`config.mk`:
```
export PLATFORM = sky130hd
export DESIGN_NAME = eeg_sample_word_deframer_flat
export DESIGN_NICKNAME = d
export VERILOG_FILES = /design/src/rtl/dfr_pkg.sv /design/src/rtl/dfr_stream_if.sv /design/src/rtl/dfr_word_store.sv /design/src/rtl/eeg_sample_word_deframer.sv /design/src/flat_wrapper.sv
export SDC_FILE = /design/constraint.sdc
export NUM_CORES = 1
export LEC_CHECK = 0
export BUFFER_PORTS_ARGS = -buffer_cell sky130_fd_sc_hd__buf_2
export CORE_MARGIN = 4
export CORE_UTILIZATION = 60
export CTS_BUF_LIST = sky130_fd_sc_hd__clkbuf_16
export DETAILED_ROUTE_END_ITERATION = 6
export PLACE_DENSITY_LB_ADDON = 0.12
export SKIP_LAST_GASP = 1
export SLEW_MARGIN = 20
export SYNTH_ARGS = -nofsm -noshare
export SYNTH_HDL_FRONTEND = slang
export SYNTH_SLANG_ARGS = --single-unit
```
`constraint.sdc`:
```
create_clock -name i_clk -period 120.5 [get_ports i_clk]
set_input_delay 18.075 -clock i_clk [delete_from_list [all_inputs] [get_ports i_clk]]
set_output_delay 18.075 -clock i_clk [all_outputs]
set_load 0.1 [all_outputs]
```
`src/rtl/dfr_pkg.sv`:
```
`timescale 1ns / 1ps
// ----------------------------------------------------------------------------
// dfr_pkg
// Shared types and constants for the EEG sample word deframer.
// ----------------------------------------------------------------------------
package dfr_pkg;

    localparam int CHANNELS = 8;
    localparam int WORDS    = CHANNELS + 1;
    localparam int BYTES    = 4 * WORDS;
    localparam int POS_W    = $clog2(BYTES);
    localparam int WIDX_W   = $clog2(WORDS);
    localparam int WORD_W   = 24;
    localparam int SEQ_W    = 32;

    localparam logic [POS_W-1:0] POS_LAST = POS_W'(BYTES - 1);

    // operation codes
    localparam logic [1:0] OP_PUSH  = 2'd0;
    localparam logic [1:0] OP_DROP  = 2'd1;
    localparam logic [1:0] OP_RESET = 2'd2;

    // byte lane of a 24-bit word; LANE_NONE marks the discarded byte
    localparam logic [1:0] LANE_LO   = 2'd0;
    localparam logic [1:0] LANE_MID  = 2'd1;
    localparam logic [1:0] LANE_HI   = 2'd2;
    localparam logic [1:0] LANE_NONE = 2'd3;

    typedef logic [WORD_W-1:0] t_word;
    typedef t_word t_word_arr [WORDS];

    typedef struct packed {
        logic              en;
        logic [WIDX_W-1:0] word;
        logic [1:0]        lane;
        logic [7:0]        data;
    } t_store_wr;

    typedef struct packed {
        logic [SEQ_W-1:0]          frame_seq;
        logic [7:0]                lead_off_pos;
        logic [7:0]                lead_off_neg;
        logic [3:0]                gpio_bits;
        logic signed [WORD_W-1:0]  chan0;
        logic signed [WORD_W-1:0]  chan1;
        logic signed [WORD_W-1:0]  chan2;
        logic signed [WORD_W-1:0]  chan3;
        logic signed [WORD_W-1:0]  chan4;
        logic signed [WORD_W-1:0]  chan5;
        logic signed [WORD_W-1:0]  chan6;
        logic signed [WORD_W-1:0]  chan7;
    } t_frame;

endpackage

```
`src/rtl/dfr_stream_if.sv`:
```
`timescale 1ns / 1ps
// ----------------------------------------------------------------------------
// dfr_in_if / dfr_out_if
// Valid/ready stream channels for the byte input and the frame output.
// ----------------------------------------------------------------------------
interface dfr_in_if
    import dfr_pkg::*;
();
    logic       valid;
    logic       ready;
    logic [1:0] operation;
    logic [7:0] data_byte;

    modport source (output valid, output operation, output data_byte, input ready);
    modport sink   (input valid, input operation, input data_byte, output ready);
endinterface

interface dfr_out_if
    import dfr_pkg::*;
();
    logic                     valid;
    logic                     ready;
    logic [SEQ_W-1:0]         frame_seq;
    logic [7:0]               lead_off_pos;
    logic [7:0]               lead_off_neg;
    logic [3:0]               gpio_bits;
    logic signed [WORD_W-1:0] chan0;
    logic signed [WORD_W-1:0] chan1;
    logic signed [WORD_W-1:0] chan2;
    logic signed [WORD_W-1:0] chan3;
    logic signed [WORD_W-1:0] chan4;
    logic signed [WORD_W-1:0] chan5;
    logic signed [WORD_W-1:0] chan6;
    logic signed [WORD_W-1:0] chan7;

    modport source (
        output valid, output frame_seq, output lead_off_pos, output lead_off_neg,
        output gpio_bits, output chan0, output chan1, output chan2, output chan3,
        output chan4, output chan5, output chan6, output chan7, input ready
    );
    modport sink (
        input valid, input frame_seq, input lead_off_pos, input lead_off_neg,
        input gpio_bits, input chan0, input chan1, input chan2, input chan3,
        input chan4, input chan5, input chan6, input chan7, output ready
    );
endinterface

```
`src/rtl/dfr_word_store.sv`:
```
`timescale 1ns / 1ps
// ----------------------------------------------------------------------------
// dfr_word_store
// Nine 24-bit word registers, written one byte lane at a time. Also gives
// the contents as they stand after this cycle's write.
// ----------------------------------------------------------------------------
module dfr_word_store
    import dfr_pkg::*;
(
    input  logic      i_clk,
    input  t_store_wr i_wr,
    output t_word_arr o_words_next
);

    t_word_arr r_words;
    t_word_arr n_words;

    always_comb begin
        n_words = r_words;
        if (i_wr.en) begin
            case (i_wr.lane)
                LANE_LO:  n_words[i_wr.word][7:0]   = i_wr.data;
                LANE_MID: n_words[i_wr.word][15:8]  = i_wr.data;
                LANE_HI:  n_words[i_wr.word][23:16] = i_wr.data;
                default:  n_words = r_words;
            endcase
        end
    end

    // payload only, no reset
    always_ff @(posedge i_clk) begin
        r_words <= n_words;
    end

    assign o_words_next = n_words;

endmodule

```
`src/rtl/eeg_sample_word_deframer.sv`:
```
`timescale 1ns / 1ps
// ----------------------------------------------------------------------------
// eeg_sample_word_deframer
// Groups stream bytes into 36-byte samples and emits one decoded frame each.
// ----------------------------------------------------------------------------
// Throughput: one input transfer per cycle, except while the last byte of a sample stalls.
// Output: the frame is valid in the cycle after the transfer of a sample's last byte.
// The last byte of a sample stalls only while the previous frame is still held.
// Reset (synchronous, active low): byte position, sequence number, output valid
// and word order clear; the word registers are not reset.
module eeg_sample_word_deframer
    import dfr_pkg::*;
(
    input  logic             i_clk,
    input  logic             i_rst_n,
    input  logic             i_cfg_we,
    input  logic             i_cfg_wdata,
    dfr_in_if.sink           i_in,
    dfr_out_if.source        o_out
);

    logic             r_word_order;
    logic [POS_W-1:0] r_pos;
    logic [POS_W-1:0] n_pos;
    logic [SEQ_W-1:0] r_seq;
    logic [SEQ_W-1:0] n_seq;
    logic             r_out_valid;
    logic             n_out_valid;
    t_frame           r_frame;
    t_frame           n_frame;

    logic             in_xfer;
    logic             at_last;
    logic             frame_load;
    logic [1:0]       lane;
    t_store_wr        store_wr;
    t_word_arr        words_next;

    assign at_last    = (r_pos >= POS_LAST);
    assign i_in.ready = !(r_out_valid && !o_out.ready && at_last);
    assign in_xfer    = i_in.valid && i_in.ready;
    assign frame_load = in_xfer && (i_in.operation == OP_PUSH) && at_last;

    // big-endian: byte 0 dropped, 1..3 go high to low; little-endian: byte 3 dropped
    always_comb begin
        if (r_word_order) begin
            lane = r_pos[1:0];
        end else begin
            lane = 2'(LANE_NONE - r_pos[1:0]);
        end
    end

    assign store_wr.en   = in_xfer && (i_in.operation == OP_PUSH) && (lane != LANE_NONE);
    assign store_wr.word = at_last ? WIDX_W'(WORDS - 1) : r_pos[POS_W-1:2];
    assign store_wr.lane = at_last ? (r_word_order ? LANE_NONE : LANE_LO) : lane;
    assign store_wr.data = i_in.data_byte;

    dfr_word_store u_store (
        .i_clk        (i_clk),
        .i_wr         (store_wr),
        .o_words_next (words_next)
    );

    always_comb begin
        n_pos = r_pos;
        n_seq = r_seq;
        if (in_xfer) begin
            case (i_in.operation)
                OP_PUSH: begin
                    if (at_last) begin
                        n_pos = '0;
                        n_seq = r_seq + 1'b1;
                    end else begin
                        n_pos = r_pos + 1'b1;
                    end
                end
                OP_DROP: begin
                    n_pos = '0;
                end
                OP_RESET: begin
                    n_pos = '0;
                    n_seq = '0;
                end
                default: begin
                    n_pos = r_pos;
                end
            endcase
        end
    end

    always_comb begin
        n_frame              = r_frame;
        n_out_valid          = r_out_valid && !o_out.ready;
        if (frame_load) begin
            n_out_valid          = 1'b1;
            n_frame.frame_seq    = r_seq;
            n_frame.lead_off_pos = words_next[0][19:12];
            n_frame.lead_off_neg = words_next[0][11:4];
            n_frame.gpio_bits    = words_next[0][3:0];
            n_frame.chan0        = words_next[1];
            n_frame.chan1        = words_next[2];
            n_frame.chan2        = words_next[3];
            n_frame.chan3        = words_next[4];
            n_frame.chan4        = words_next[5];
            n_frame.chan5        = words_next[6];
            n_frame.chan6        = words_next[7];
            n_frame.chan7        = words_next[8];
        end
    end

    always_ff @(posedge i_clk) begin
        if (!i_rst_n) begin
            r_word_order <= 1'b0;
            r_pos        <= '0;
            r_seq        <= '0;
            r_out_valid  <= 1'b0;
        end else begin
            if (i_cfg_we) begin
                r_word_order <= i_cfg_wdata;
            end
            r_pos       <= n_pos;
            r_seq       <= n_seq;
            r_out_valid <= n_out_valid;
        end
    end

    always_ff @(posedge i_clk) begin
        r_frame <= n_frame;
    end

    assign o_out.valid        = r_out_valid;
    assign o_out.frame_seq    = r_frame.frame_seq;
    assign o_out.lead_off_pos = r_frame.lead_off_pos;
    assign o_out.lead_off_neg = r_frame.lead_off_neg;
    assign o_out.gpio_bits    = r_frame.gpio_bits;
    assign o_out.chan0        = r_frame.chan0;
    assign o_out.chan1        = r_frame.chan1;
    assign o_out.chan2        = r_frame.chan2;
    assign o_out.chan3        = r_frame.chan3;
    assign o_out.chan4        = r_frame.chan4;
    assign o_out.chan5        = r_frame.chan5;
    assign o_out.chan6        = r_frame.chan6;
    assign o_out.chan7        = r_frame.chan7;

`ifndef SYNTHESIS
    a_pos_range: assert property (@(posedge i_clk) disable iff (!i_rst_n)
        r_pos <= POS_LAST)
        else $error("byte position beyond sample length");

    a_no_overwrite: assert property (@(posedge i_clk) disable iff (!i_rst_n)
        (r_out_valid && !o_out.ready) |-> !frame_load)
        else $error("held frame overwritten");

    a_frame_valid: assert property (@(posedge i_clk) disable iff (!i_rst_n)
        frame_load |=> (r_out_valid && r_frame.frame_seq == $past(r_seq)))
        else $error("frame not loaded with its sequence number");

    a_seq_step: assert property (@(posedge i_clk) disable iff (!i_rst_n)
        frame_load |=> (r_seq == $past(r_seq) + 1'b1) && (r_pos == '0))
        else $error("sequence or position not advanced after frame");
`endif

endmodule
```
`src/flat_wrapper.sv`:
```
// flat-port wrapper written by rule: the top's interface ports become plain ports
module eeg_sample_word_deframer_flat import dfr_pkg::*;
  (i_clk, i_rst_n, i_cfg_we, i_cfg_wdata, i_in_valid, i_in_operation, i_in_data_byte, i_in_ready, o_out_valid, o_out_frame_seq, o_out_lead_off_pos, o_out_lead_off_neg, o_out_gpio_bits, o_out_chan0, o_out_chan1, o_out_chan2, o_out_chan3, o_out_chan4, o_out_chan5, o_out_chan6, o_out_chan7, o_out_ready);
  dfr_in_if i_in_i ();
  dfr_out_if o_out_i ();
  input  logic i_clk;
  input  logic i_rst_n;
  input  logic i_cfg_we;
  input  logic i_cfg_wdata;
  input wire logic [$bits(i_in_i.valid)-1:0] i_in_valid;
  input wire logic [$bits(i_in_i.operation)-1:0] i_in_operation;
  input wire logic [$bits(i_in_i.data_byte)-1:0] i_in_data_byte;
  output wire logic [$bits(i_in_i.ready)-1:0] i_in_ready;
  output wire logic [$bits(o_out_i.valid)-1:0] o_out_valid;
  output wire logic [$bits(o_out_i.frame_seq)-1:0] o_out_frame_seq;
  output wire logic [$bits(o_out_i.lead_off_pos)-1:0] o_out_lead_off_pos;
  output wire logic [$bits(o_out_i.lead_off_neg)-1:0] o_out_lead_off_neg;
  output wire logic [$bits(o_out_i.gpio_bits)-1:0] o_out_gpio_bits;
  output wire logic [$bits(o_out_i.chan0)-1:0] o_out_chan0;
  output wire logic [$bits(o_out_i.chan1)-1:0] o_out_chan1;
  output wire logic [$bits(o_out_i.chan2)-1:0] o_out_chan2;
  output wire logic [$bits(o_out_i.chan3)-1:0] o_out_chan3;
  output wire logic [$bits(o_out_i.chan4)-1:0] o_out_chan4;
  output wire logic [$bits(o_out_i.chan5)-1:0] o_out_chan5;
  output wire logic [$bits(o_out_i.chan6)-1:0] o_out_chan6;
  output wire logic [$bits(o_out_i.chan7)-1:0] o_out_chan7;
  input wire logic [$bits(o_out_i.ready)-1:0] o_out_ready;
  assign i_in_i.valid = i_in_valid;
  assign i_in_i.operation = i_in_operation;
  assign i_in_i.data_byte = i_in_data_byte;
  assign i_in_ready = i_in_i.ready;
  assign o_out_valid = o_out_i.valid;
  assign o_out_frame_seq = o_out_i.frame_seq;
  assign o_out_lead_off_pos = o_out_i.lead_off_pos;
  assign o_out_lead_off_neg = o_out_i.lead_off_neg;
  assign o_out_gpio_bits = o_out_i.gpio_bits;
  assign o_out_chan0 = o_out_i.chan0;
  assign o_out_chan1 = o_out_i.chan1;
  assign o_out_chan2 = o_out_i.chan2;
  assign o_out_chan3 = o_out_i.chan3;
  assign o_out_chan4 = o_out_i.chan4;
  assign o_out_chan5 = o_out_i.chan5;
  assign o_out_chan6 = o_out_i.chan6;
  assign o_out_chan7 = o_out_i.chan7;
  assign o_out_i.ready = o_out_ready;
  eeg_sample_word_deframer u_core (.i_clk(i_clk), .i_rst_n(i_rst_n), .i_cfg_we(i_cfg_we), .i_cfg_wdata(i_cfg_wdata), .i_in(i_in_i), .o_out(o_out_i));
endmodule
```
# --- Word level (Yosys, flattened, before mapping) ---
# Index checks and enable logic that the tools add are counted.
totals:
  regBits: 500
  input_bits: 16
  output_inout_bits: 246
  word_cells: 77
op_classes:
  n_addsub: 3
  order_cmp: 3
  n_eq_ne: 6
  mux: 20
  n_bitwise: 1
  reduce_logical: 18
ops:
  columns: ["cell", "n"]
  rows:
  - ["bitwise mux 216 bit", 3]
  - ["one-hot mux 216 bit (3 select lines)", 1]
  - ["demux 24 bit (select 4 bit)", 3]
  - ["2-to-1 mux 212 bit", 1]
  - ["one-hot mux 32 bit (2 select lines)", 1]
  - ["adder 32 x 1 -> 32 bit (second input constant)", 1]
  - ["2-to-1 mux 32 bit", 1]
  - ["2-to-1 mux 24 bit", 1]
  - ["2-to-1 mux 16 bit", 1]
  - ["one-hot mux 6 bit (2 select lines)", 1]
  - ["2-to-1 mux 8 bit", 1]
  - ["logical AND 1 bit", 7]
  - ["adder 6 x 1 -> 6 bit (second input constant)", 1]
  - ["greater-or-equal comparator 6 bit (second input constant)", 1]
  - ["2-to-1 mux 2 bit", 3]
  - ["2-to-1 mux 6 bit", 1]
  - ["greater-or-equal comparator 5 bit (second input constant)", 1]
  - ["< comparator 5 x 1 -> 1 bit (second input constant)", 1]
  - ["NOT 4 -> 5 bit", 1]
  - ["== test 2 x 1 -> 1 bit (second input constant)", 2]
  - ["== test 2 bit (second input constant)", 2]
  - ["logical NOT 2 bit", 2]
  - ["2-to-1 mux 4 bit", 1]
  - ["AND reduction 2 bit", 2]
  - ["other kinds (9)", 11]

# --- Logic depth before layout (Yosys ltp) ---
# Gate-level depths: netlist of run 1.
logic_depth:
  depth_word: 10
  ltp_mapped: 9
  mapped_depth_nobuf: 7

# --- Cells and area by module ---
# A second synthesis of run 1 with hierarchy kept.
unflattened:
  cells_unflattened: 1021
  area_unflattened_um2: 16742.3
by_module_without_submodules:
  columns: ["module", "instances", "cells_each", "area_each_um2", "seq_area_each_um2"]
  rows:
  - ["eeg_sample_word_deframer", 1, 525, 9590.4, 8127.8]
  - ["dfr_word_store", 1, 496, 7151.9, 4324.1]

# --- Worst setup path before layout of run 1 ---
# OpenSTA, ideal clock, no wires.
synth_timing:
  path_type: "input to register"
  start: "in i_in_operation[0]"
  end: "reg u_core.r_frame (netlist bit u_core.o_out.chan7[0]) (data pin)"
  setup_ns: 0.299
  arrival_ns: 62.474
  required_ns: 120.201
  setup_slack_ns: 57.727
  cell_stages: 6
  path_buffers: 0
  path_cell_list: "inv_1 -> ha_1 -> nand2_1 -> a2111oi_0 -> a2bb2oi_2 -> mux2_2"
synth_lines:
  columns: ["element", "line", "rtl"]
  rows:
  - ["start: declaration", "flat_wrapper.sv:11", "input wire logic [$bits(i_in_i.operation)-1:0] i_in_operation;"]
  - ["end signal: assignment", "eeg_sample_word_deframer.sv:128", "r_frame <= n_frame;"]
  - ["end: declaration", "eeg_sample_word_deframer.sv:29", "t_frame r_frame;"]

# --- Worst setup path after layout of run 1 ---
layout_timing:
  start: "in o_out_ready"
  end: "out i_in_ready"
layout_between:
  elab_chain_len: 4
layout_lines:
  columns: ["element", "line", "rtl"]
  rows:
  - ["start: declaration", "flat_wrapper.sv:27", "input wire logic [$bits(o_out_i.ready)-1:0] o_out_ready;"]
  - ["logical NOT 1 bit", "eeg_sample_word_deframer.sv:40", "assign i_in.ready = !(r_out_valid && !o_out.ready && at_last);"]
  - ["logical AND 1 bit (2 in series)", "eeg_sample_word_deframer.sv:40", null]
  - ["logical NOT 1 bit", "eeg_sample_word_deframer.sv:40", null]
  - ["end: declaration", "flat_wrapper.sv:13", "output wire logic [$bits(i_in_i.ready)-1:0] i_in_ready;"]
# Every way passes these cells.

==> results of run 1 <==
==> state kept, by name (all words and copies together) (netlist names) <==
name and cells:
u_core.o_out.chan4 24, u_core.o_out.gpio_bits 4, u_core.o_out.lead_off_pos 8, u_core.o_out.valid 1
u_core.r_word_order 1, u_core.u_store.r_words 212, u_core.r_seq 32, u_core.o_out.chan0 24
u_core.o_out.chan5 24, u_core.o_out.chan7 24, u_core.o_out.chan2 24, u_core.o_out.chan1 24
u_core.o_out.frame_seq 32, u_core.o_out.chan6 24, u_core.o_out.lead_off_neg 8, u_core.o_out.chan3 24
u_core.r_pos 6
==> final cells by class <==
class / count / area, µm²
repair buffers: 263 / 1334
multi-input cells: 451 / 3892
clock buffers: 47 / 1176
clock inverters: 39 / 272.8
flip-flops and latches: 496 / 12370
inverters: 11 / 41.29
fillers: 1764 / 7436
well taps: 341 / 426.7
==> synth_stat cells (2+ instances only) <==
cell / n / area share [%]
mux2i_1: 3 / 0.18
nor2_1: 20 / 0.46
nand4b_1: 2 / 0.11
or3_2: 3 / 0.14
o21ai_1: 2 / 0.061
edfxtp_1: 244 / 45
mux2_2: 213 / 15
clkbuf_1: 27 / 0.62
o31ai_1: 15 / 0.69
inv_1: 11 / 0.25
nand2_1: 29 / 0.66
nor4_1: 4 / 0.15
nand2b_1: 5 / 0.19
a21oi_1: 31 / 0.94
nand3_1: 18 / 0.55
dfxtp_1: 252 / 31
buf_2: 7 / 0.21
nor3_1: 4 / 0.12
nor3b_1: 3 / 0.14
and3_1: 5 / 0.19
or3_1: 11 / 0.42
or4_1: 15 / 0.69
ha_1: 6 / 0.46
xor2_1: 8 / 0.43
o21ai_0: 12 / 0.37
nand4_1: 9 / 0.34
or2_2: 2 / 0.076
nor3_2: 3 / 0.18
o21a_1: 2 / 0.091
nor2b_1: 8 / 0.30
==> stage by stage <==
step,std cells,area [µm²]
after floorplan,992,16430
after global placement,1562,18060
after detailed placement,1562,18060
after CTS,1648,19510
after global routing,1648,19520
final,1648,19520
==> cells by family (layout without fill, tap and decap cells) <==
family                     Yosys count  after routing  synth area share [%]
DFF                                496            496                 75.31
muxes                              216            216                 14.78
and+or+nand+nor                    152            152                 5.362
AOI/OAI and AO/OA                   68             68                 2.529
buffers and inverters               45            360                 1.081
xor gates and xnor gates             9              9                0.4798
adders and majority gates            6              6                0.4570
==> report_power, final <==
group | switching (W) | internal, W | total, W
logic | 0.00000342 | 0.00000205 | 0.00000548
registers | 0.000000653 | 0.000178 | 0.000178
clock network | 0.0000577 | 0.0000792 | 0.000137
==> routing by layer <==
layer  vias to the layer above  track usage, %  share of wire (%)
met2                       276           35.50                 48
met3                        58           6.456                7.5
met4                         0           6.518                2.7
li1                       4235               -                  -
met1                      4533           28.11                 42
met5                         -               0                  0
==> worst max path at each step <==
stage | cells past startpoint | start | end
CTS | 4 | o_out_ready | i_in_ready
global route | 4 | o_out_ready | i_in_ready
detailed placement | 4 | o_out_ready | i_in_ready
finish | 4 | o_out_ready | i_in_ready
floorplan | 6 | i_in_operation[0] | u_core.o_out.chan7[0]
global placement | 4 | o_out_ready | i_in_ready
==> impl_metrics.env, run 1 <==
export IMPL_outcome="complete, no violations"
export IMPL_crit_path_top_delay_cell="nor2b_1"
export IMPL_critPathMostFrequentCell="buf_2"
export IMPL_synth_ff_type="dfxtp_1"
export IMPL_drc_errors=0
export IMPL_cp_arrival_ns=19.50
export IMPL_finalWorstSetupSlack_ns=82.93
export IMPL_start_util_pct=60.96
export IMPL_io_pins=262
export IMPL_min_period_over_period_pct=31.18
export IMPL_die_w_um=173.5
export IMPL_ir_worst_vdd_uv=13.78
export IMPL_power_density_nw_per_um2=16.44
export IMPL_async_reset_ff_share_pct=0
export IMPL_dieArea_um2=30090
export IMPL_mostFrequentLayoutCell="buf_2"
export IMPL_hold_path_end="u_core.u_store.r_words[8]"
export IMPL_preCtsSetupSlack_ns=83.00
export IMPL_start_kind="input port"
export IMPL_cp_cell_sequence="buf_2 > nor2b_1 > o211ai_2 > buf_2"
export IMPL_fmax_mhz=26.62
export IMPL_cts_made_buffers=47
export IMPL_globalplace_congestion=0.7792
export IMPL_path_delay_family="buffers and inverters"
export IMPL_grt_max_degree=176
export IMPL_p_leak_nw=8.365
export IMPL_cts_tree="yes"
export IMPL_cts_setup_buffers=0
export IMPL_setup_viol_count_final=0
export IMPL_seq_area_frac_synth_pct=75.31
export IMPL_vias=9102
export IMPL_hold_violations=0
export IMPL_port_buffers=261
export IMPL_hold_ws_ns=0.4695
export IMPL_clock_path_buffers=3
export IMPL_grt_pass1_vias=9164
export IMPL_min_path_cells=1
export IMPL_worst_ep_required_time_ns=102.42
export IMPL_fin_crit_ns=37.57
export IMPL_totalWireLength_um=33120
export IMPL_grt_pass1_wl_um=51330
export IMPL_diodes=0
export IMPL_die_y_um=173.5
export IMPL_synth_edff_count=244
export IMPL_finalMaxSlewViolations=0
export IMPL_first_pass_iters=5
export IMPL_root_buffer="clkbuf_16"
export IMPL_yosysWarningCount=0
export IMPL_rr_startpoint="u_core.r_pos[0]"
export IMPL_relSlewSlack_pct=22.11
export IMPL_htreeDepth=2
export IMPL_grt_ovfl_total=0
export IMPL_syn_avg_cell_area_um2=16.56
export IMPL_max_cap_viol_count=0
export IMPL_clock_sinks=496
export IMPL_fin_util_pct=72.41
export IMPL_final_cell_mix="261 x buf_2, 252 x dfxtp_1, 244 x edfxtp_1, 213 x mux2_2, 47 x clkbuf_16"
export IMPL_area_growth_syn_to_layout_pct=18.79
export IMPL_syn_nets=1014
export IMPL_worstHoldPathType="flop to flop"
export IMPL_worstMarginPinSlew_ns=1.168
export IMPL_fin_skew_ns=0.01196
export IMPL_antenna_found_initial=0
export IMPL_end_kind="output port"
export IMPL_layout_nets=1292
export IMPL_critPathMaxFanout=14
export IMPL_r2r_cells=6
export IMPL_min_from="u_core.u_store.r_words[8]"
export IMPL_cts_resized=0
export IMPL_rrSetupSlack_ns=117.05
export IMPL_antenna_left=0
export IMPL_track_usage_pct=21.61
export IMPL_coreArea_um2=26950
export IMPL_r2r_end="u_core.r_seq[7]"
export IMPL_rsz0062_at_grt="false"
export IMPL_tns_ns=0
export IMPL_ys_types=48
export IMPL_p_total_w=0.0003208
export IMPL_place_detailed_hpwl_um=20590
export IMPL_synthCells=992
export IMPL_crit_buf_inv=2
export IMPL_postCtsHoldBufs=0
export IMPL_max_stage_delay_ns=0.48
export IMPL_worst_skew_pair_late_latency_ns=0.54
export IMPL_netlist_area_um2=16430
export IMPL_clkTransAtPathRegs_ns=0.06
export IMPL_synth_seq_cells=496
export IMPL_worstSetupPathType="input port to output port"
export IMPL_rows=60
export IMPL_drive_gt1_share_pct=42.08
export IMPL_wl_per_cell_um=20.10
export IMPL_drtIter0Drc=671
export IMPL_routed_via_density=5.523
Note: power is estimated with default switching activity, not from simulation.
==> run 2, diff against run 1 <==
--- a/config.mk
+++ b/config.mk
@@ -7,7 +7,7 @@
 export LEC_CHECK = 0
 export BUFFER_PORTS_ARGS = -buffer_cell sky130_fd_sc_hd__buf_2
 export CORE_MARGIN = 4
-export CORE_UTILIZATION = 60
+export CORE_UTILIZATION = 56
 export CTS_BUF_LIST = sky130_fd_sc_hd__clkbuf_16
 export DETAILED_ROUTE_END_ITERATION = 6
 export PLACE_DENSITY_LB_ADDON = 0.12
==> constraint.sdc (replaced) <==
create_clock -name i_clk -period 37.3 [get_ports i_clk]
set_input_delay 5.595 -clock i_clk [delete_from_list [all_inputs] [get_ports i_clk]]
set_output_delay 5.595 -clock i_clk [all_outputs]
set_load 0.1 [all_outputs]
==> run 2 against run 1 <==
Effect of this change:
- final area increased by 0.78%
- first-iteration DRC count decreased by 15%
- flip-flop and latch count unchanged
- clock power increased to 3.4 times the previous value
- core utilization decreased by 4.3 points
- wire length increased by 0.53%
- cell count increased by 2.9%
- hold slack about the same
- largest power group unchanged
==> impl_metrics.env, run 2 (synthesis gave the netlist of run 1 again) <==
export IMPL_max_cap_viol_count=0
export IMPL_cp_arrival_ns=6.96
export IMPL_mostFrequentLayoutCell="buf_2"
export IMPL_cts_made_buffers=48
export IMPL_htreeDepth=2
export IMPL_power_density_nw_per_um2=53.82
export IMPL_drc_errors=0
export IMPL_fin_skew_ns=0.01060
export IMPL_totalWireLength_um=33300
export IMPL_ir_worst_vdd_uv=39.21
export IMPL_outcome="complete, no violations"
export IMPL_layout_nets=1293
export IMPL_min_period_over_period_pct=33.66
export IMPL_fin_crit_ns=12.56
export IMPL_die_y_um=179.3
export IMPL_cts_tree="yes"
export IMPL_critPathMostFrequentCell="buf_2"
export IMPL_clock_path_buffers=3
export IMPL_place_area_um2=18110
export IMPL_critPathMaxFanout=14
export IMPL_switchingPower_w=0.0002068
export IMPL_p_total_w=0.001058
export IMPL_antenna_found_initial=2
export IMPL_start_util_pct=56.93
export IMPL_wl_per_cell_um=19.64
export IMPL_die_w_um=179.3
export IMPL_drive_gt1_share_pct=42.94
export IMPL_path_delay_family="buffers and inverters"
export IMPL_diodes=0
export IMPL_crit_path_top_delay_cell="nor2b_1"
export IMPL_combPwrFrac_pct=1.7
export IMPL_cts_resized=0
export IMPL_end_kind="output port"
export IMPL_tns_ns=0
export IMPL_coreArea_um2=28860
export IMPL_intPower_w=0.0008515
export IMPL_finalWorstSetupSlack_ns=24.74
export IMPL_max_stage_delay_ns=0.45
export IMPL_start_kind="input port"
export IMPL_cts_setup_buffers=0
export IMPL_track_usage_pct=20.46
export IMPL_fmax_mhz=79.64
export IMPL_relSlewSlack_pct=26.88
export IMPL_vias=8988
export IMPL_fin_util_pct=68.15
export IMPL_largest_register="u_core.u_store.r_words"
export IMPL_routed_via_density=5.303
export IMPL_hold_violations=0
export IMPL_preCtsSetupSlack_ns=24.77
export IMPL_worstMarginPinSlew_ns=1.093
export IMPL_p_clk_share_pct=43.9
export IMPL_postCtsHoldBufs=0
export IMPL_finalMaxSlewViolations=0
export IMPL_grt_pass1_vias=8886
export IMPL_antenna_left=0
export IMPL_p_leak_nw=7.518
export IMPL_drtIter0Drc=568
export IMPL_worstHoldPathType="flop to flop"
export IMPL_io_pins=262
export IMPL_rows=62
export IMPL_worst_skew_pair_late_latency_ns=0.54
export IMPL_first_pass_iters=5
export IMPL_grt_ovfl_total=0
export IMPL_clock_sinks=496
export IMPL_largest_register_ffs=212
export IMPL_final_cell_mix="261 x buf_2, 252 x dfxtp_1, 244 x edfxtp_1, 213 x mux2_2, 50 x clkbuf_16"
export IMPL_rsz0062_at_grt="false"
export IMPL_cp_cell_sequence="buf_2 > nor2b_1 > o211ai_2 > buf_2"
export IMPL_setup_viol_count_final=0
export IMPL_place_detailed_hpwl_um=20770
export IMPL_globalplace_congestion=0.8236
export IMPL_root_buffer="clkbuf_16"
export IMPL_dieArea_um2=32140
export IMPL_port_buffers=261
export IMPL_clkTransAtPathRegs_ns=0.06
export IMPL_swShare_pct=19.54
export IMPL_worst_ep_required_time_ns=31.70
export IMPL_grt_max_degree=155
export IMPL_crit_buf_inv=2
export IMPL_final_area_um2=19670
export IMPL_grt_pass1_wl_um=50130
export IMPL_pwr_share_seq_pct=54.5
export IMPL_area_growth_syn_to_layout_pct=19.71
export IMPL_worstSetupPathType="input port to output port"
run 2: cell count changes in the layout (fill, tap and decap cells not counted):
cell / delta
buf_6: +1
clkinv_1: +3
inv_1: -12
inv_8: +1
clkbuf_16: +3
clkinv_2: +10
inv_6: -1
buf_4: -1
run 2: worst reg2reg max path, cell delays in order (launching register included):
cell	delay, ns
dfxtp_1	0.42
ha_1	0.29
or4_1	0.47
o211ai_2	0.49
nand3_1	0.74
or4_1	0.72
a21oi_1	0.15
run 2: worst paths after layout:
| check | from | to | slack, ns | cells past startpoint |
|---|---|---|---|---|
| hold reg to reg | u_core.r_seq[1] | u_core.o_out.frame_seq[1] | 0.47 | 0 |
| hold / removal | u_core.r_seq[1] | u_core.o_out.frame_seq[1] | 0.47 | 0 |
| setup / recovery | o_out_ready | i_in_ready | 24.74 | 4 |
| setup reg to reg | u_core.r_pos[0] | u_core.r_seq[31] | 33.94 | 6 |
run 2: area by class of cell:
type                    count  area, µm²
clock buffers              50       1251
clock inverters            40      291.5
fillers                  2101       9191
inverters                  11      41.29
multi-input cells         451       3892
flip-flops and latches    496      12370
well taps                 384      480.5
repair buffers            263       1338
run 2: power by group through the flow:
stage / registers (W) / logic [W] / clock network (W)
floorplan: 0.000587 / 0.0000118 / 0
global placement: 0.000588 / 0.0000172 / 0
detailed placement: 0.000588 / 0.0000179 / 0
CTS: 0.000576 / 0.0000179 / 0.000473
global route: 0.000577 / 0.0000194 / 0.000498
finish: 0.000576 / 0.0000176 / 0.000464
run 2: per-layer routing:
layer / vias up / wire, µm / global-route usage, %
met5: - / 21 / 0
met4: 4 / 550 / 5.078
met3: 37 / 2527 / 6.052
met2: 232 / 16250 / 33.41
met1: 4462 / 13940 / 27.20
li1: 4253 / - / -
run 2: through the flow:
step           instances  hold slack [ns]
2_1_floorplan        992           0.4223
3_3_place_gp        1605           0.4511
3_5_place_dp        1605           0.4563
4_1_cts             1695           0.4719
5_1_grt             1695           0.4819
6_report            1695           0.4697
==> run 3, diff against run 2 <==
--- a/config.mk
+++ b/config.mk
@@ -5,9 +5,10 @@
 export SDC_FILE = /design/constraint.sdc
 export NUM_CORES = 1
 export LEC_CHECK = 0
+export ABC_AREA = 1
 export BUFFER_PORTS_ARGS = -buffer_cell sky130_fd_sc_hd__buf_2
 export CORE_MARGIN = 4
-export CORE_UTILIZATION = 56
+export CORE_UTILIZATION = 51
 export CTS_BUF_LIST = sky130_fd_sc_hd__clkbuf_16
 export DETAILED_ROUTE_END_ITERATION = 6
 export PLACE_DENSITY_LB_ADDON = 0.12
==> constraint.sdc (replaced) <==
create_clock -name i_clk -period 10.1 [get_ports i_clk]
set_input_delay 1.515 -clock i_clk [delete_from_list [all_inputs] [get_ports i_clk]]
set_output_delay 1.515 -clock i_clk [all_outputs]
set_load 0.1 [all_outputs]
==> run 3 against run 2 <==
Effect of this change:
- critical path depth grew 7
- clock skew up 0.0044 ns
- largest power group unchanged
- non-clock buffer count increased by 9
- synthesized cell count up 96%
- sequential power grew to 4.2 times the previous value
- via count increased by 52%
- wire length grew 39%
==> impl_metrics.env, run 3 <==
export IMPL_totalWireLength_um=46150
export IMPL_fill_cells=3043
export IMPL_ys_types=29
export IMPL_min_path_cells=2
export IMPL_place_detailed_hpwl_um=29480
export IMPL_tns_ns=0
export IMPL_max_cap_viol_count=0
export IMPL_hold_path_end="u_core.u_store.r_words[192]"
export IMPL_rows=69
export IMPL_die_y_um=198.8
export IMPL_synthCells=1943
export IMPL_hold_ws_ns=0.4428
export IMPL_critPathMaxFanout=63
export IMPL_grt_max_degree=120
export IMPL_r2r_cells=12
export IMPL_wl_per_cell_um=17.12
export IMPL_grt_ovfl_total=0
export IMPL_min_from="u_core.u_store.r_words[192]"
export IMPL_synth_edff_count=244
export IMPL_track_usage_pct=23.09
export IMPL_async_reset_ff_share_pct=0
export IMPL_synth_top_area_cell="edfxtp_1"
export IMPL_netlist_area_um2=18570
export IMPL_synth_top_area_share_pct=39.45
export IMPL_globalplace_congestion=0.8482
export IMPL_crit_path_top_delay_cell="buf_4"
export IMPL_worstSetupPathType="input port to flop"
export IMPL_hold_violations=0
export IMPL_cts_tree="yes"
export IMPL_path_delay_family="simple AND/OR/NAND/NOR gates"
export IMPL_cp_cell_sequence="buf_2 > inv_1 > ha_1 > inv_1 > nor2_4 > nand2_2 > nor2_4 > buf_4 > nand2_1 > nand2_1 > nand2_1"
export IMPL_worstMarginPinSlew_ns=0.9343
export IMPL_drtIter0Drc=1016
export IMPL_largest_register_ffs=212
export IMPL_final_cell_mix="678 x nand2_1, 261 x buf_2, 252 x dfxtp_1, 244 x edfxtp_1, 179 x inv_1"
export IMPL_end_kind="flop"
export IMPL_vias=13710
export IMPL_yosysWarningCount=0
export IMPL_mostFrequentLayoutCell="nand2_1"
export IMPL_clkTransAtPathRegs_ns=0.06
export IMPL_diodes=0
export IMPL_dieArea_um2=39540
export IMPL_largest_register="u_core.u_store.r_words"
export IMPL_fmax_mhz=268.8
export IMPL_drc_errors=0
export IMPL_first_pass_iters=5
export IMPL_port_buffers=261
export IMPL_root_buffer="clkbuf_16"
export IMPL_finalMaxSlewViolations=0
export IMPL_antenna_left=0
export IMPL_rr_startpoint="u_core.r_pos[0]"
export IMPL_seq_area_frac_synth_pct=66.61
export IMPL_yosysMostFrequentCell="nand2_1"
export IMPL_rsz0062_at_grt="false"
export IMPL_setup_viol_count_final=0
export IMPL_rrSetupSlack_ns=6.63
export IMPL_max_stage_delay_ns=0.70
export IMPL_finalWorstSetupSlack_ns=6.380
export IMPL_min_period_over_period_pct=36.83
export IMPL_postCtsHoldBufs=0
export IMPL_crit_buf_inv=4
export IMPL_final_area_um2=21830
export IMPL_io_pins=262
export IMPL_die_w_um=198.8
export IMPL_relSlewSlack_pct=37.71
export IMPL_preCtsSetupSlack_ns=5.791
export IMPL_worst_skew_pair_late_latency_ns=0.57
export IMPL_layout_nets=2216
export IMPL_cp_arrival_ns=4.03
export IMPL_ys_top_cells_by_count="678 x nand2_1, 252 x dfxtp_1, 244 x edfxtp_1"
export IMPL_seq_area_um2=12370
export IMPL_start_kind="input port"
export IMPL_ir_worst_vdd_uv=147.4
export IMPL_multiInputGateArea_um2=5181
export IMPL_cp_depth=11
export IMPL_fin_skew_ns=0.01502
export IMPL_r2r_end="u_core.o_out.chan7[3]"
export IMPL_drive_gt1_share_pct=16.60
export IMPL_antenna_found_initial=1
export IMPL_clock_sinks=496
export IMPL_routed_via_density=5.084
export IMPL_syn_avg_cell_area_um2=9.559
export IMPL_synth_ff_type="dfxtp_1"
export IMPL_grt_pass1_vias=13260
export IMPL_worst_ep_required_time_ns=10.41
export IMPL_fin_crit_ns=3.720
export IMPL_clock_path_buffers=3
export IMPL_critPathMostFrequentCell="nand2_1"
export IMPL_cts_setup_buffers=0
export IMPL_power_density_nw_per_um2=216.4
export IMPL_syn_nets=1965
export IMPL_start_util_pct=51.97
export IMPL_place_area_um2=20190
export IMPL_synth_area_leaders="edfxtp_1 39%, dfxtp_1 27%, nand2_1 14%"
export IMPL_cts_made_buffers=49
export IMPL_worstHoldPathType="flop to flop"
export IMPL_p_leak_nw=9.828
export IMPL_outcome="complete, no violations"
export IMPL_htreeDepth=2
export IMPL_cts_resized=0
export IMPL_coreArea_um2=35740
export IMPL_synth_seq_cells=496
export IMPL_area_growth_syn_to_layout_pct=17.55
export IMPL_grt_pass1_wl_um=71740
==> run 3: kinds of logic after synthesis <==
logic type | after synthesis | synth area share [%]
simple gates | 939 | 20.34
buf+inv | 249 | 5.564
xor+xnor | 11 | 0.5187
fa+ha+maj | 6 | 0.4042
flops | 496 | 66.61
compound gates | 242 | 6.561
==> run 3: how the worst max path moves through the flow <==
stage / slack, ns / from / end
floorplan: 2.47 / o_out_ready / u_core.o_out.chan0[0]
global placement: 5.87 / i_in_operation[0] / u_core.o_out.chan7[0]
detailed placement: 5.79 / i_in_operation[0] / u_core.o_out.chan7[7]
CTS: 6.39 / o_out_ready / i_in_ready
global route: 6.13 / i_in_operation[0] / u_core.o_out.chan7[7]
finish: 6.38 / i_in_operation[0] / u_core.o_out.chan7[3]
==> run 3: report_power, final <==
part           switching, W  leakage (nW)  internal [W]
sequential        0.0000725          4.46       0.00236
clock              0.000747         0.848       0.00109
combinational      0.000294          4.52      0.000162
total               0.00111          9.83       0.00361
==> run 3: cell type report <==
| cell class | instances | share of cell area [%] |
|---|---|---|
| inverters | 177 | 3.077 |
| clock buffers | 51 | 5.845 |
| multi-input cells | 1198 | 23.73 |
| flip-flops and latches | 496 | 56.66 |
| well taps | 461 | 2.642 |
| repair buffers | 272 | 6.378 |
| clock inverters | 41 | 1.668 |
==> run 3: worst reg2reg max path, delay by kind of cell (launching register included) <==
family	cells	cell delay [ns]
adders and majority gates	1	0.24
buffers and inverters	2	0.76
DFF	1	0.37
and+or+nand+nor	9	1.86
==> run 3: per-stage QoR <==
stage | util, % | std cells | power, W
after floorplan | - | 1943 | 0.002803
after global placement | 56.48 | 2604 | 0.002887
after detailed placement | 56.48 | 2604 | 0.002918
after CTS | 61.07 | 2696 | 0.004761
after global routing | 61.09 | 2696 | 0.004952
final | 61.09 | 2696 | 0.004725
==> run 3: layer usage <==
metal	vias to the layer above	GRT usage (%)	wire length [µm]
met2	448	37.50	21530
met1	6397	31.41	20280
li1	6791	-	-
met5	-	0	16
met4	2	7.194	1015
met3	68	4.929	3310
